$ cat src/sv/gwwb_pkg.sv
// Shared types and constants for the gray-world white balance block.
package gwwb_pkg;

  typedef enum logic [2:0] {
    ST_IDLE,
    ST_CHECK,
    ST_DIV_LOAD,
    ST_DIV_RUN,
    ST_DIV_STORE,
    ST_REPORT
  } gwwb_state_t;

  localparam logic CMD_GATHER = 1'b0;
  localparam logic CMD_APPLY  = 1'b1;

  localparam logic KIND_PIXEL    = 1'b0;
  localparam logic KIND_ESTIMATE = 1'b1;

  localparam logic [1:0] STATUS_OK       = 2'd0;
  localparam logic [1:0] STATUS_BAD_MEAN = 2'd1;
  localparam logic [1:0] STATUS_NO_EST   = 2'd2;

  localparam logic [1:0] DIV_RED_RATIO  = 2'd0;
  localparam logic [1:0] DIV_BLUE_RATIO = 2'd1;
  localparam logic [1:0] DIV_RED_GAIN   = 2'd2;
  localparam logic [1:0] DIV_BLUE_GAIN  = 2'd3;

  localparam int RATIO_W    = 32;
  localparam int GAIN_W     = 40;
  localparam int RATIO_FRAC = 16;
  localparam int GAIN_FRAC  = 24;
  localparam int QUOT_W     = GAIN_W + 2;

  localparam logic [GAIN_W-1:0] GAIN_ONE = 40'h00_0100_0000;

  typedef struct packed {
    logic       gather;
    logic       apply;
    logic       div_load;
    logic       div_step;
    logic       div_store;
    logic [1:0] div_sel;
    logic       report_ok;
    logic       report_bad;
  } gwwb_cmd_t;

  typedef struct packed {
    logic pipe_busy;
    logic est_ok;
    logic div_last;
  } gwwb_status_t;

endpackage

$ cat src/sv/gwwb_controller.sv
// Sequencer for gather, estimate division and report of the white balance block.
module gwwb_controller import gwwb_pkg::*; (
  input  logic         clk,
  input  logic         rst,
  input  logic         start,
  input  logic         command,
  input  logic         last_pixel,
  input  gwwb_status_t stat,
  output logic         busy,
  output gwwb_cmd_t    cmd
);

  gwwb_state_t state, state_next;
  logic [1:0]  div_idx, div_idx_next;

  always_ff @(posedge clk) begin
    if (rst) begin
      state   <= ST_IDLE;
      div_idx <= DIV_RED_RATIO;
    end else begin
      state   <= state_next;
      div_idx <= div_idx_next;
    end
  end

  always_comb begin
    state_next   = state;
    div_idx_next = div_idx;
    busy         = 1'b1;
    cmd          = '0;
    cmd.div_sel  = div_idx;
    unique case (state)
      ST_IDLE: begin
        busy = 1'b0;
        if (start) begin
          if (command == CMD_GATHER) begin
            cmd.gather = 1'b1;
            if (last_pixel) state_next = ST_CHECK;
          end else begin
            cmd.apply = 1'b1;
          end
        end
      end
      ST_CHECK: begin
        // Pixels still in the scaling pipeline leave before the estimate.
        if (!stat.pipe_busy) begin
          if (stat.est_ok) begin
            div_idx_next = DIV_RED_RATIO;
            state_next   = ST_DIV_LOAD;
          end else begin
            cmd.report_bad = 1'b1;
            state_next     = ST_IDLE;
          end
        end
      end
      ST_DIV_LOAD: begin
        cmd.div_load = 1'b1;
        state_next   = ST_DIV_RUN;
      end
      ST_DIV_RUN: begin
        cmd.div_step = 1'b1;
        if (stat.div_last) state_next = ST_DIV_STORE;
      end
      ST_DIV_STORE: begin
        cmd.div_store = 1'b1;
        if (div_idx == DIV_BLUE_GAIN) begin
          state_next = ST_REPORT;
        end else begin
          div_idx_next = div_idx + 2'd1;
          state_next   = ST_DIV_LOAD;
        end
      end
      ST_REPORT: begin
        cmd.report_ok = 1'b1;
        state_next    = ST_IDLE;
      end
      default: state_next = ST_IDLE;
    endcase
  end

endmodule

$ cat config.mk
export PLATFORM = sky130hd
export DESIGN_NAME = gwwb_controller
export DESIGN_NICKNAME = d
export VERILOG_FILES = /design/src/sv/gwwb_pkg.sv /design/src/sv/gwwb_controller.sv
export SDC_FILE = /design/constraint.sdc
export NUM_CORES = 1
export LEC_CHECK = 0
export BUFFER_PORTS_ARGS = -buffer_cell sky130_fd_sc_hd__clkbuf_2
export CORE_MARGIN = 4
export CORE_UTILIZATION = 30
export CTS_CLUSTER_DIAMETER = 80
export DETAILED_ROUTE_END_ITERATION = 10
export GPL_ROUTABILITY_DRIVEN = 0
export HOLD_SLACK_MARGIN = 0.06
export REMOVE_ABC_BUFFERS = 1
export SETUP_SLACK_MARGIN = 0.3
export SLEW_MARGIN = 20
export SYNTH_ARGS = -nofsm -noshare
export SYNTH_HDL_FRONTEND = slang
export SYNTH_SLANG_ARGS = --single-unit
$ cat constraint.sdc
create_clock -name clk -period 1.6 [get_ports clk]
set_input_delay 0.32 -clock clk [delete_from_list [all_inputs] [get_ports clk]]
set_output_delay 0.32 -clock clk [all_outputs]
set_load 0.03 [all_outputs]
==> results of run 1 <==
-- final cells by class --
| type | count | area share |
|---|---|---|
| multi-input cells | 40 | 0.462 |
| repair buffers | 30 | 0.317 |
| flip-flops and latches | 5 | 0.150 |
| clock buffers | 4 | 0.0354 |
| well taps | 15 | 0.0253 |
| inverters | 2 | 0.0101 |
-- per-layer routing --
metal	wire length, um	track usage	vias to the layer above
li1	-	-	251
met1	558	0.164	241
met2	644	0.209	13
met3	49	0.0352	0
met4	0	0.0170	0
met5	0	0	-
-- worst max-delay path by stage --
stage,endpoint,slack [ns],depth (start not counted)
finish,cmd[0],0.03,3
global route,cmd[0],0.001,3
CTS,cmd[0],0.01,3
detailed placement,cmd[0],0.13,3
global placement,div_idx[1]$_SDFFE_PP0P_,0.18,4
floorplan,cmd[0],-0.39,2
-- flip-flops by register name, indices dropped and copies added (netlist names) --
signal	flops
div_idx	2
state	3
-- where the power goes --
group | switching [mW] | internal [mW] | total (mW)
Combinational | 0.0715 | 0.0750 | 0.146
Sequential | 0.00896 | 0.127 | 0.136
Clock | 0.0563 | 0.0945 | 0.151
-- per-stage QoR --
| step | cells | TNS, ns | total power [mW] | hold slack [ns] |
|---|---|---|---|---|
| floorplan | 47 | -0.756 | 0.205 | 0.388 |
| global placement | 84 | 0 | 0.246 | 0.483 |
| detailed placement | 84 | 0 | 0.246 | 0.492 |
| CTS | 96 | 0 | 0.421 | 0.318 |
| global route | 96 | 0 | 0.454 | 0.329 |
| finish | 96 | 0 | 0.434 | 0.307 |
-- cells in the mapped netlist --
master,number
a21oi_1,3
a31oi_1,1
o2111ai_1,1
nor4_1,1
mux2i_1,2
a311oi_2,1
and3_1,1
nor3b_1,3
a21o_1,1
nor3b_2,1
buf_6,3
a21oi_2,1
or2b_1,1
nor2_1,3
dfxtp_1,5
nand2b_1,4
nand4bb_1,1
ha_1,1
o311a_2,1
nor3_1,2
and3b_2,1
a211oi_1,1
a211o_1,1
inv_1,2
or3b_1,1
nand2_1,4
a2111o_1,1
nand3b_1,2
-- critical path: cells and delay by family, from the launching register on --
kind / cells / cell delay [ns]
buf+inv: 1 / 0.21
flops: 1 / 0.37
simple gates: 2 / 0.43
-- cell usage in the layout, fill, tap and decap left out, drive strengths merged, types with 2 or more instances in the layout --
master   n
buf     20
clkbuf  14
dfxtp    5
nand2    4
nand2b   4
nor3b    4
a21oi    4
nor2     3
mux2i    2
nand3b   2
nor3     2
inv      2
-- kinds of logic (layout without fill, tap and decap cells) --
kind of cell | count (synthesis) | after routing | share of synthesized area
muxes | 2 | 2 | 0.0460
and+or+nand+nor | 25 | 25 | 0.371
DFF | 5 | 5 | 0.230
AOI/OAI and AO/OA | 12 | 12 | 0.230
adders and majority gates | 1 | 1 | 0.0287
buffers and inverters | 5 | 36 | 0.0948
-- what timing repair did --
item                                    in CTS  in global routing
pin swaps                                    6                  4
endpoints found under the setup margin      12                 13
resized for setup                           23                 15
hold buffers                                 0                  0
setup buffers                                8                  0
==> impl_metrics.py, run 1 <==
metrics = {
    "status": {
        "status": "completed",
    },
    "layout": {
        "design_area_sq_um": 742,
        "post-route-util": 0.556,
        "layout-drive-gt1-share": 0.617,
        "diodes": 0,
        "syn2layout_area_growth_pct": 70.4,
        "final-seq-area_sq_um": 111,
        "multi_input_area_sq_um": 343,
        "nets": 91,
        "nFillCells": 117,
    },
    "die": {
        "die_h_um": 46.1,
        "ios": 18,
        "chipWidth_um": 46.1,
        "rows": 13,
        "start_util": 0.326,
        "core-area_sq_um": 1330,
        "die-area_sq_um": 2120,
    },
    "min_path": {
        "whs_endpoint": "state[1]$_SDFFE_PP0P_",
        "min_path_cells": 2,
        "hp-class": "in -> reg",
        "hp-start": "rst",
    },
    "placement": {
        "dp_slack_ns": 0.133,
        "dp_hpwl_um": 835,
        "placed_area_sq_um": 543,
        "io_buffers": 17,
    },
    "global_routing": {
        "grtUsageTotal": 0.126,
        "grt_pass1_vias": 464,
        "antenna_found_initial": 0,
        "overflow": 0,
        "grt_max_degree": 9,
        "grt_first_pass_wirelength_mm": 1.95,
    },
    "worst_setup_path": {
        "crit_required_ns": 1.28,
        "start_kind": "flop",
        "reg2reg_to": "div_idx[0]$_SDFFE_PP0P_",
        "worstPathCellList": "or2b_1 -> nor4_1 -> buf_4",
        "worstReg2RegStart": "state[0]$_SDFFE_PP0P_",
        "arrival_ns": 1.25,
        "reg2reg_depth": 5,
        "path_class": "reg -> out",
        "slowest_stage": "dfxtp_4",
        "slowest_delay_ns": 0.37,
        "reg2reg_setup_slack_ns": 0.17,
        "crit_fanout": 4,
        "critPathCaptureType": "output port",
        "critPathLaunch": "state[0]$_SDFFE_PP0P_",
    },
    "sta": {
        "setup_viol": 0,
        "fin_skew_ns": 0.00869,
        "fmax_ghz": 0.638,
        "report.final.slew_viol_count": 0,
        "worst_slack_ns": 0.0332,
        "finalHoldViolCount": 0,
        "period_minus_slack_ns": 1.57,
        "rsz0062_at_grt": "yes",
        "post-route-period-util": 0.979,
        "max_slew.worst_pin.slew_ns": 0.238,
        "slew_headroom": 0.840,
    },
    "clocking": {
        "cts_buffers": 3,
        "clock_latency_ns": 0.25,
        "clockBufferDepth": 2,
        "htree_levels": 1,
        "root_buffer": "clkbuf_4",
        "clk_pin_slew_ns": 0.05,
        "clock_sink_count": 5,
        "cts_tree": "done",
    },
    "synthesis": {
        "synth_warnings": 0,
        "synth-seq-cells": 5,
        "avgSynthCellArea_sq_um": 8.71,
        "syn-cell-area_sq_um": 435,
        "synth_area_leaders": "dfxtp_1 (23%), buf_6 (7.8%), nand2b_1 (5.7%)",
        "ys_types": 28,
        "yosysTopAreaCellShare": 0.230,
        "ys_seq_area_frac": 0.230,
        "yosys.area.top_type": "dfxtp_1",
        "netlist_instances": 50,
    },
    "detailed_routing": {
        "drc": 0,
        "wirelength_mm": 1.25,
        "postRouteAntennaNets": 0,
        "wl_per_cell_um": 13.0,
        "vias": 505,
        "dr.pass1.iters": 4,
        "drt_iter0_drc": 5,
        "via_per_inst": 5.26,
    },
    "power_and_ir_drop": {
        "total_leakage_power_nw": 0.321,
        "peakVddDrop_mv": 0.471,
        "power_density_nw_per_um2": 585,
    },
    "job": {
        "maxCapViolCount": 0,
    },
}
Power figures use the tool's default switching activity.
==> run 2, diff against run 1 <==
--- a/config.mk
+++ b/config.mk
@@ -5,11 +5,13 @@
 export SDC_FILE = /design/constraint.sdc
 export NUM_CORES = 1
 export LEC_CHECK = 0
-export BUFFER_PORTS_ARGS = -buffer_cell sky130_fd_sc_hd__clkbuf_2
-export CORE_MARGIN = 4
-export CORE_UTILIZATION = 30
+export ABC_AREA = 1
+export CORE_AREA = 4 4 41 43
+export CTS_BUF_LIST = sky130_fd_sc_hd__clkbuf_2
 export CTS_CLUSTER_DIAMETER = 80
 export DETAILED_ROUTE_END_ITERATION = 10
+export DIE_AREA = 0 0 45 47
+export DONT_BUFFER_PORTS = 1
 export GPL_ROUTABILITY_DRIVEN = 0
 export HOLD_SLACK_MARGIN = 0.06
 export REMOVE_ABC_BUFFERS = 1
==> impl_metrics.py, run 2 <==
metrics = {
    "status": {
        "status": "completed",
    },
    "synthesis": {
        "netlist_instances": 58,
        "yosys.area.top_type": "dfxtp_1",
        "synth_commonest_cells": "nand2_1 (14), inv_1 (8), nand3_1 (6), nor2_1 (6), dfxtp_1 (5)",
        "async_flop_share": 0,
        "ys_types": 17,
        "ys_seq_area_frac": 0.271,
        "syn-cell-area_sq_um": 369,
        "synth.most_common_cell": "nand2_1",
        "synth_area_leaders": "dfxtp_1 (27%), nand2_1 (14%), nand3_1 (8.1%)",
        "yosysTopAreaCellShare": 0.271,
        "synth_warnings": 0,
        "ys.flop_type": "dfxtp_1",
        "avgSynthCellArea_sq_um": 6.36,
        "synth_edf_count": 0,
        "synth-seq-cells": 5,
    },
    "layout": {
        "mostFrequentLayoutCell": "buf_4",
        "nFillCells": 136,
        "multi_input_area_sq_um": 292,
        "final_cell_mix": "buf_4 (13), nand2_1 (11), inv_1 (6)",
        "stdcell_count": 95,
        "top_register": "state",
        "syn2layout_area_growth_pct": 74.2,
        "diodes": 0,
        "final-seq-area_sq_um": 111,
        "largest_register_ffs": 3,
        "nets": 90,
        "design_area_sq_um": 643,
        "top_regs": "state (3), div_idx (2)",
        "layout-drive-gt1-share": 0.588,
    },
    "worst_setup_path": {
        "slowest_stage": "dfxtp_4",
        "crit_required_ns": 1.28,
        "cp_num_cells": 4,
        "reg2reg_depth": 7,
        "crit_fanout": 7,
        "critPathBufInv": 1,
        "crit_family": "simple AND/OR/NAND/NOR gates",
        "arrival_ns": 1.12,
        "critPathCaptureType": "output port",
        "start_kind": "flop",
        "critPathMostFrequentCell": "nor2_4",
        "worstPathCellList": "nor2_4 -> nand3_2 -> nor2_4 -> buf_6",
        "path_class": "reg -> out",
        "slowest_delay_ns": 0.37,
    },
    "placement": {
        "dp_slack_ns": 0.273,
        "io_buffers": 0,
        "placed_cells": 81,
        "dp_hpwl_um": 700,
        "placed_area_sq_um": 444,
    },
    "die": {
        "die_h_um": 47,
        "chipWidth_um": 45,
        "die-area_sq_um": 2120,
        "start_util": 0.284,
        "rows": 13,
        "core-area_sq_um": 1300,
        "ios": 18,
    },
    "sta": {
        "worst_slack_ns": 0.161,
        "slew_headroom": 0.846,
        "fin_skew_ns": 0.00228,
        "finalHoldViolCount": 0,
        "post-route-period-util": 0.899,
        "rsz0062_at_grt": "yes",
        "max_slew.worst_pin.slew_ns": 0.228,
        "setup_viol": 0,
        "period_minus_slack_ns": 1.44,
        "report.final.slew_viol_count": 0,
        "fmax_ghz": 0.695,
    },
    "global_routing": {
        "antenna_found_initial": 0,
        "grt_first_pass_wirelength_mm": 1.93,
        "grt_max_degree": 8,
        "grt_pass1_vias": 447,
        "grtUsageTotal": 0.133,
        "overflow": 0,
    },
    "detailed_routing": {
        "drt_iter0_drc": 3,
        "wl_per_cell_um": 13.0,
        "drc": 0,
        "postRouteAntennaNets": 0,
        "via_per_inst": 5.00,
        "wirelength_mm": 1.23,
        "vias": 475,
        "dr.pass1.iters": 4,
    },
    "power_and_ir_drop": {
        "clkPwrFrac": 0.393,
        "sw_frac_of_total": 0.322,
        "internal_power_uw": 217,
        "total_leakage_power_nw": 0.294,
        "peakVddDrop_mv": 0.282,
        "pwr-share-comb": 0.214,
        "p_switching_uw": 103,
        "power_density_nw_per_um2": 498,
        "seqPwrFrac": 0.393,
    },
    "clocking": {
        "htree_levels": 1,
        "clock_latency_ns": 0.23,
        "cts_tree": "done",
        "clockBufferDepth": 2,
        "postCtsHoldBufs": 0,
        "clk_pin_slew_ns": 0.06,
        "root_buffer": "clkbuf_2",
        "clock_sink_count": 5,
        "cts_buffers": 3,
    },
    "job": {
        "maxCapViolCount": 0,
    },
    "min_path": {
        "min_path_cells": 1,
        "hp-class": "in -> reg",
    },
}
-- run 2: cell types whose count changed after synthesis, sizes merged, moves of 3 or more --
cell    before  now
nor3b        4    0
nand3        0    6
inv          2    9
nand2b       4    0
o21ai        0    3
nand2        4   15
nor2         3    9
-- run 2: final timing paths --
path	from	to	slack [ns]
worst max-delay path	state[0]$_SDFFE_PP0P_	cmd[7]	0.16
worst max register to register	state[1]$_SDFFE_PP0P_	state[2]$_SDFFE_PP0P_	0.33
worst min register to register	div_idx[1]$_SDFFE_PP0P_	div_idx[1]$_SDFFE_PP0P_	0.67
worst min-delay path	rst	state[1]$_SDFFE_PP0P_	0.13
-- run 2: power by group through the flow --
stage,Clock (mW),Sequential [mW],Combinational (mW)
6_report,0.126,0.126,0.0686
4_1_cts,0.128,0.126,0.0578
3_3_place_gp,0,0.133,0.0458
3_5_place_dp,0,0.133,0.0463
2_1_floorplan,0,0.135,0.0316
5_1_grt,0.140,0.126,0.0740
-- run 2: per-layer routing --
layer	GRT usage	wire, um	part of all wire	vias to the layer above
li1	-	-	-	239
met2	0.234	679	0.55	14
met4	0.105	36	0.029	0
met5	0	0	0	-
met3	0.0421	79	0.064	5
met1	0.127	437	0.35	217
-- run 2: kinds of logic (layout without fill, tap and decap cells) --
group | Yosys count | count (layout) | share of synthesized area
AND/OR/NAND/NOR | 37 | 37 | 0.492
buffers and inverters | 10 | 32 | 0.136
AO/OA/AOI/OAI | 5 | 5 | 0.0678
adder cells (fa/ha/maj) | 1 | 1 | 0.0339
flip-flops | 5 | 5 | 0.271
-- run 2: final cells by class --
cell class | count | area share
inverters | 9 | 0.0681
flip-flops and latches | 5 | 0.173
multi-input cells | 43 | 0.453
repair inverters | 1 | 0.00584
repair buffers | 18 | 0.239
well taps | 15 | 0.0292
clock buffers | 4 | 0.0311
-- run 2: stage by stage --
stage                util  power, mW  hold slack [ns]  setup TNS, ns
floorplan               -      0.167            0.389         -0.195
global placement    0.341      0.179            0.392              0
detailed placement  0.341      0.180            0.392              0
CTS                 0.426      0.312            0.137              0
global route        0.494      0.340            0.117              0
finish              0.494      0.320            0.134              0
-- run 2: what timing repair did --
action,in CTS,in global routing
setup endpoints to repair,8,12
cloned,1,0
pin swaps,4,2
resized for setup,15,18
buffers inserted,6,3
==> run 3, diff against run 2 <==
--- a/config.mk
+++ b/config.mk
@@ -5,12 +5,11 @@
 export SDC_FILE = /design/constraint.sdc
 export NUM_CORES = 1
 export LEC_CHECK = 0
-export ABC_AREA = 1
-export CORE_AREA = 4 4 41 43
+export CORE_MARGIN = 4
+export CORE_UTILIZATION = 30
 export CTS_BUF_LIST = sky130_fd_sc_hd__clkbuf_2
 export CTS_CLUSTER_DIAMETER = 80
 export DETAILED_ROUTE_END_ITERATION = 10
-export DIE_AREA = 0 0 45 47
 export DONT_BUFFER_PORTS = 1
 export GPL_ROUTABILITY_DRIVEN = 0
 export HOLD_SLACK_MARGIN = 0.06
==> impl_metrics.py, run 3 (synthesis results as in run 1) <==
metrics = {
    "layout": {
        "top_register": "state",
        "design_area_sq_um": 613,
        "largest_register_ffs": 3,
        "top_regs": "state (3), div_idx (2)",
        "stdcell_count": 81,
        "diodes": 0,
        "nets": 76,
        "nFillCells": 132,
        "syn2layout_area_growth_pct": 40.8,
        "mostFrequentLayoutCell": "buf_4",
        "final_cell_mix": "buf_4 (10), buf_6 (5), nand2_1 (4), nand2b_1 (4), clkbuf_2 (4)",
        "layout-drive-gt1-share": 0.530,
    },
    "worst_setup_path": {
        "crit_family": "simple AND/OR/NAND/NOR gates",
        "worstPathCellList": "or2b_1 -> nor4_1 -> buf_4",
        "path_class": "reg -> out",
        "critPathCaptureType": "output port",
        "slowest_delay_ns": 0.37,
        "reg2reg_depth": 4,
        "start_kind": "flop",
        "cp_num_cells": 3,
        "crit_fanout": 5,
        "slowest_stage": "dfxtp_4",
        "crit_required_ns": 1.28,
        "critPathBufInv": 1,
        "arrival_ns": 1.21,
    },
    "clocking": {
        "clk_pin_slew_ns": 0.07,
        "cts_tree": "done",
        "root_buffer": "clkbuf_2",
        "clock_sink_count": 5,
        "cts_buffers": 3,
        "postCtsHoldBufs": 0,
        "htree_levels": 1,
        "clock_latency_ns": 0.23,
        "clockBufferDepth": 2,
    },
    "sta": {
        "finalHoldViolCount": 0,
        "slew_headroom": 0.851,
        "whs_ns": 0.136,
        "rsz0062_at_grt": "yes",
        "report.final.slew_viol_count": 0,
        "period_minus_slack_ns": 1.53,
        "max_slew.worst_pin.slew_ns": 0.222,
        "fmax_ghz": 0.654,
        "fin_skew_ns": 0.00660,
        "setup_viol": 0,
        "worst_slack_ns": 0.0698,
        "post-route-period-util": 0.956,
    },
    "global_routing": {
        "grt_first_pass_wirelength_mm": 1.66,
        "grt_max_degree": 11,
        "grt_pass1_vias": 423,
        "antenna_found_initial": 0,
        "overflow": 0,
        "grtUsageTotal": 0.110,
    },
    "die": {
        "ios": 18,
        "core-area_sq_um": 1330,
        "rows": 13,
        "start_util": 0.326,
        "die_h_um": 46.1,
        "chipWidth_um": 46.1,
        "die-area_sq_um": 2120,
    },
    "detailed_routing": {
        "vias": 434,
        "via_per_inst": 5.36,
        "dr.pass1.iters": 4,
        "drc": 0,
        "drt_iter0_drc": 4,
        "postRouteAntennaNets": 0,
        "wl_per_cell_um": 13.5,
        "wirelength_mm": 1.10,
    },
    "min_path": {
        "min_path_cells": 1,
        "hp-class": "in -> reg",
    },
    "placement": {
        "placed_cells": 72,
        "placed_area_sq_um": 495,
        "dp_hpwl_um": 761,
        "io_buffers": 0,
        "dp_slack_ns": 0.188,
    },
    "power_and_ir_drop": {
        "peakVddDrop_mv": 0.302,
        "power_density_nw_per_um2": 601,
        "total_leakage_power_nw": 0.250,
    },
    "status": {
        "status": "completed",
    },
    "job": {
        "maxCapViolCount": 0,
    },
}
-- run 3: cell types whose count changed in the layout (fill, tap and decap cells not counted), moves of 3 or more --
cell,before,now
nand2_1,11,4
inv_1,6,1
nand2_2,4,0
nand2b_1,0,4
nand3_1,4,0
buf_4,13,10
nor2_4,3,0
nor3_2,3,0
nor3b_2,0,3
-- run 3: final timing paths --
check             slack [ns]                   from                 endpoint
setup / recovery        0.07  state[0]$_SDFFE_PP0P_                   cmd[0]
hold reg to reg         0.62  state[0]$_SDFFE_PP0P_    state[1]$_SDFFE_PP0P_
setup reg to reg        0.20  state[0]$_SDFFE_PP0P_  div_idx[0]$_SDFFE_PP0P_
hold / removal          0.14                    rst    state[1]$_SDFFE_PP0P_
-- run 3: cell type report --
| class | instances | area [sq um] | share of cell area |
|---|---|---|---|
| well taps | 15 | 18.8 | 0.0306 |
| flip-flops and latches | 5 | 113 | 0.184 |
| inverters | 2 | 7.51 | 0.0122 |
| clock buffers | 4 | 20.0 | 0.0327 |
| multi-input cells | 40 | 323 | 0.527 |
| repair buffers | 15 | 131 | 0.214 |
-- run 3: timing repair --
action                                  in CTS  in global routing
pin swaps                                    2                  4
endpoints found under the setup margin      13                 12
setup buffers                                3                  2
gates resized for setup                     14                  6
-- run 3: metrics by stage --
stage	setup TNS, ns	total power [mW]	util
2_1_floorplan	-0.756	0.205	-
3_3_place_gp	0	0.226	0.371
3_5_place_dp	0	0.226	0.371
4_1_cts	0	0.368	0.432
5_1_grt	0	0.389	0.460
6_report	0	0.368	0.460
-- run 3: where the power goes --
part / internal (mW) / total [mW] / switching (mW)
registers: 0.126 / 0.134 / 0.00750
clock network: 0.0664 / 0.129 / 0.0626
logic: 0.0486 / 0.106 / 0.0571
-- run 3: routing by layer --
metal  up-vias  share of wire  global-route usage
met1       201           0.43               0.124
li1        219              -                   -
met5         -              0                   0
met3         0          0.067              0.0547
met4         0              0              0.0170
met2        14           0.51               0.187
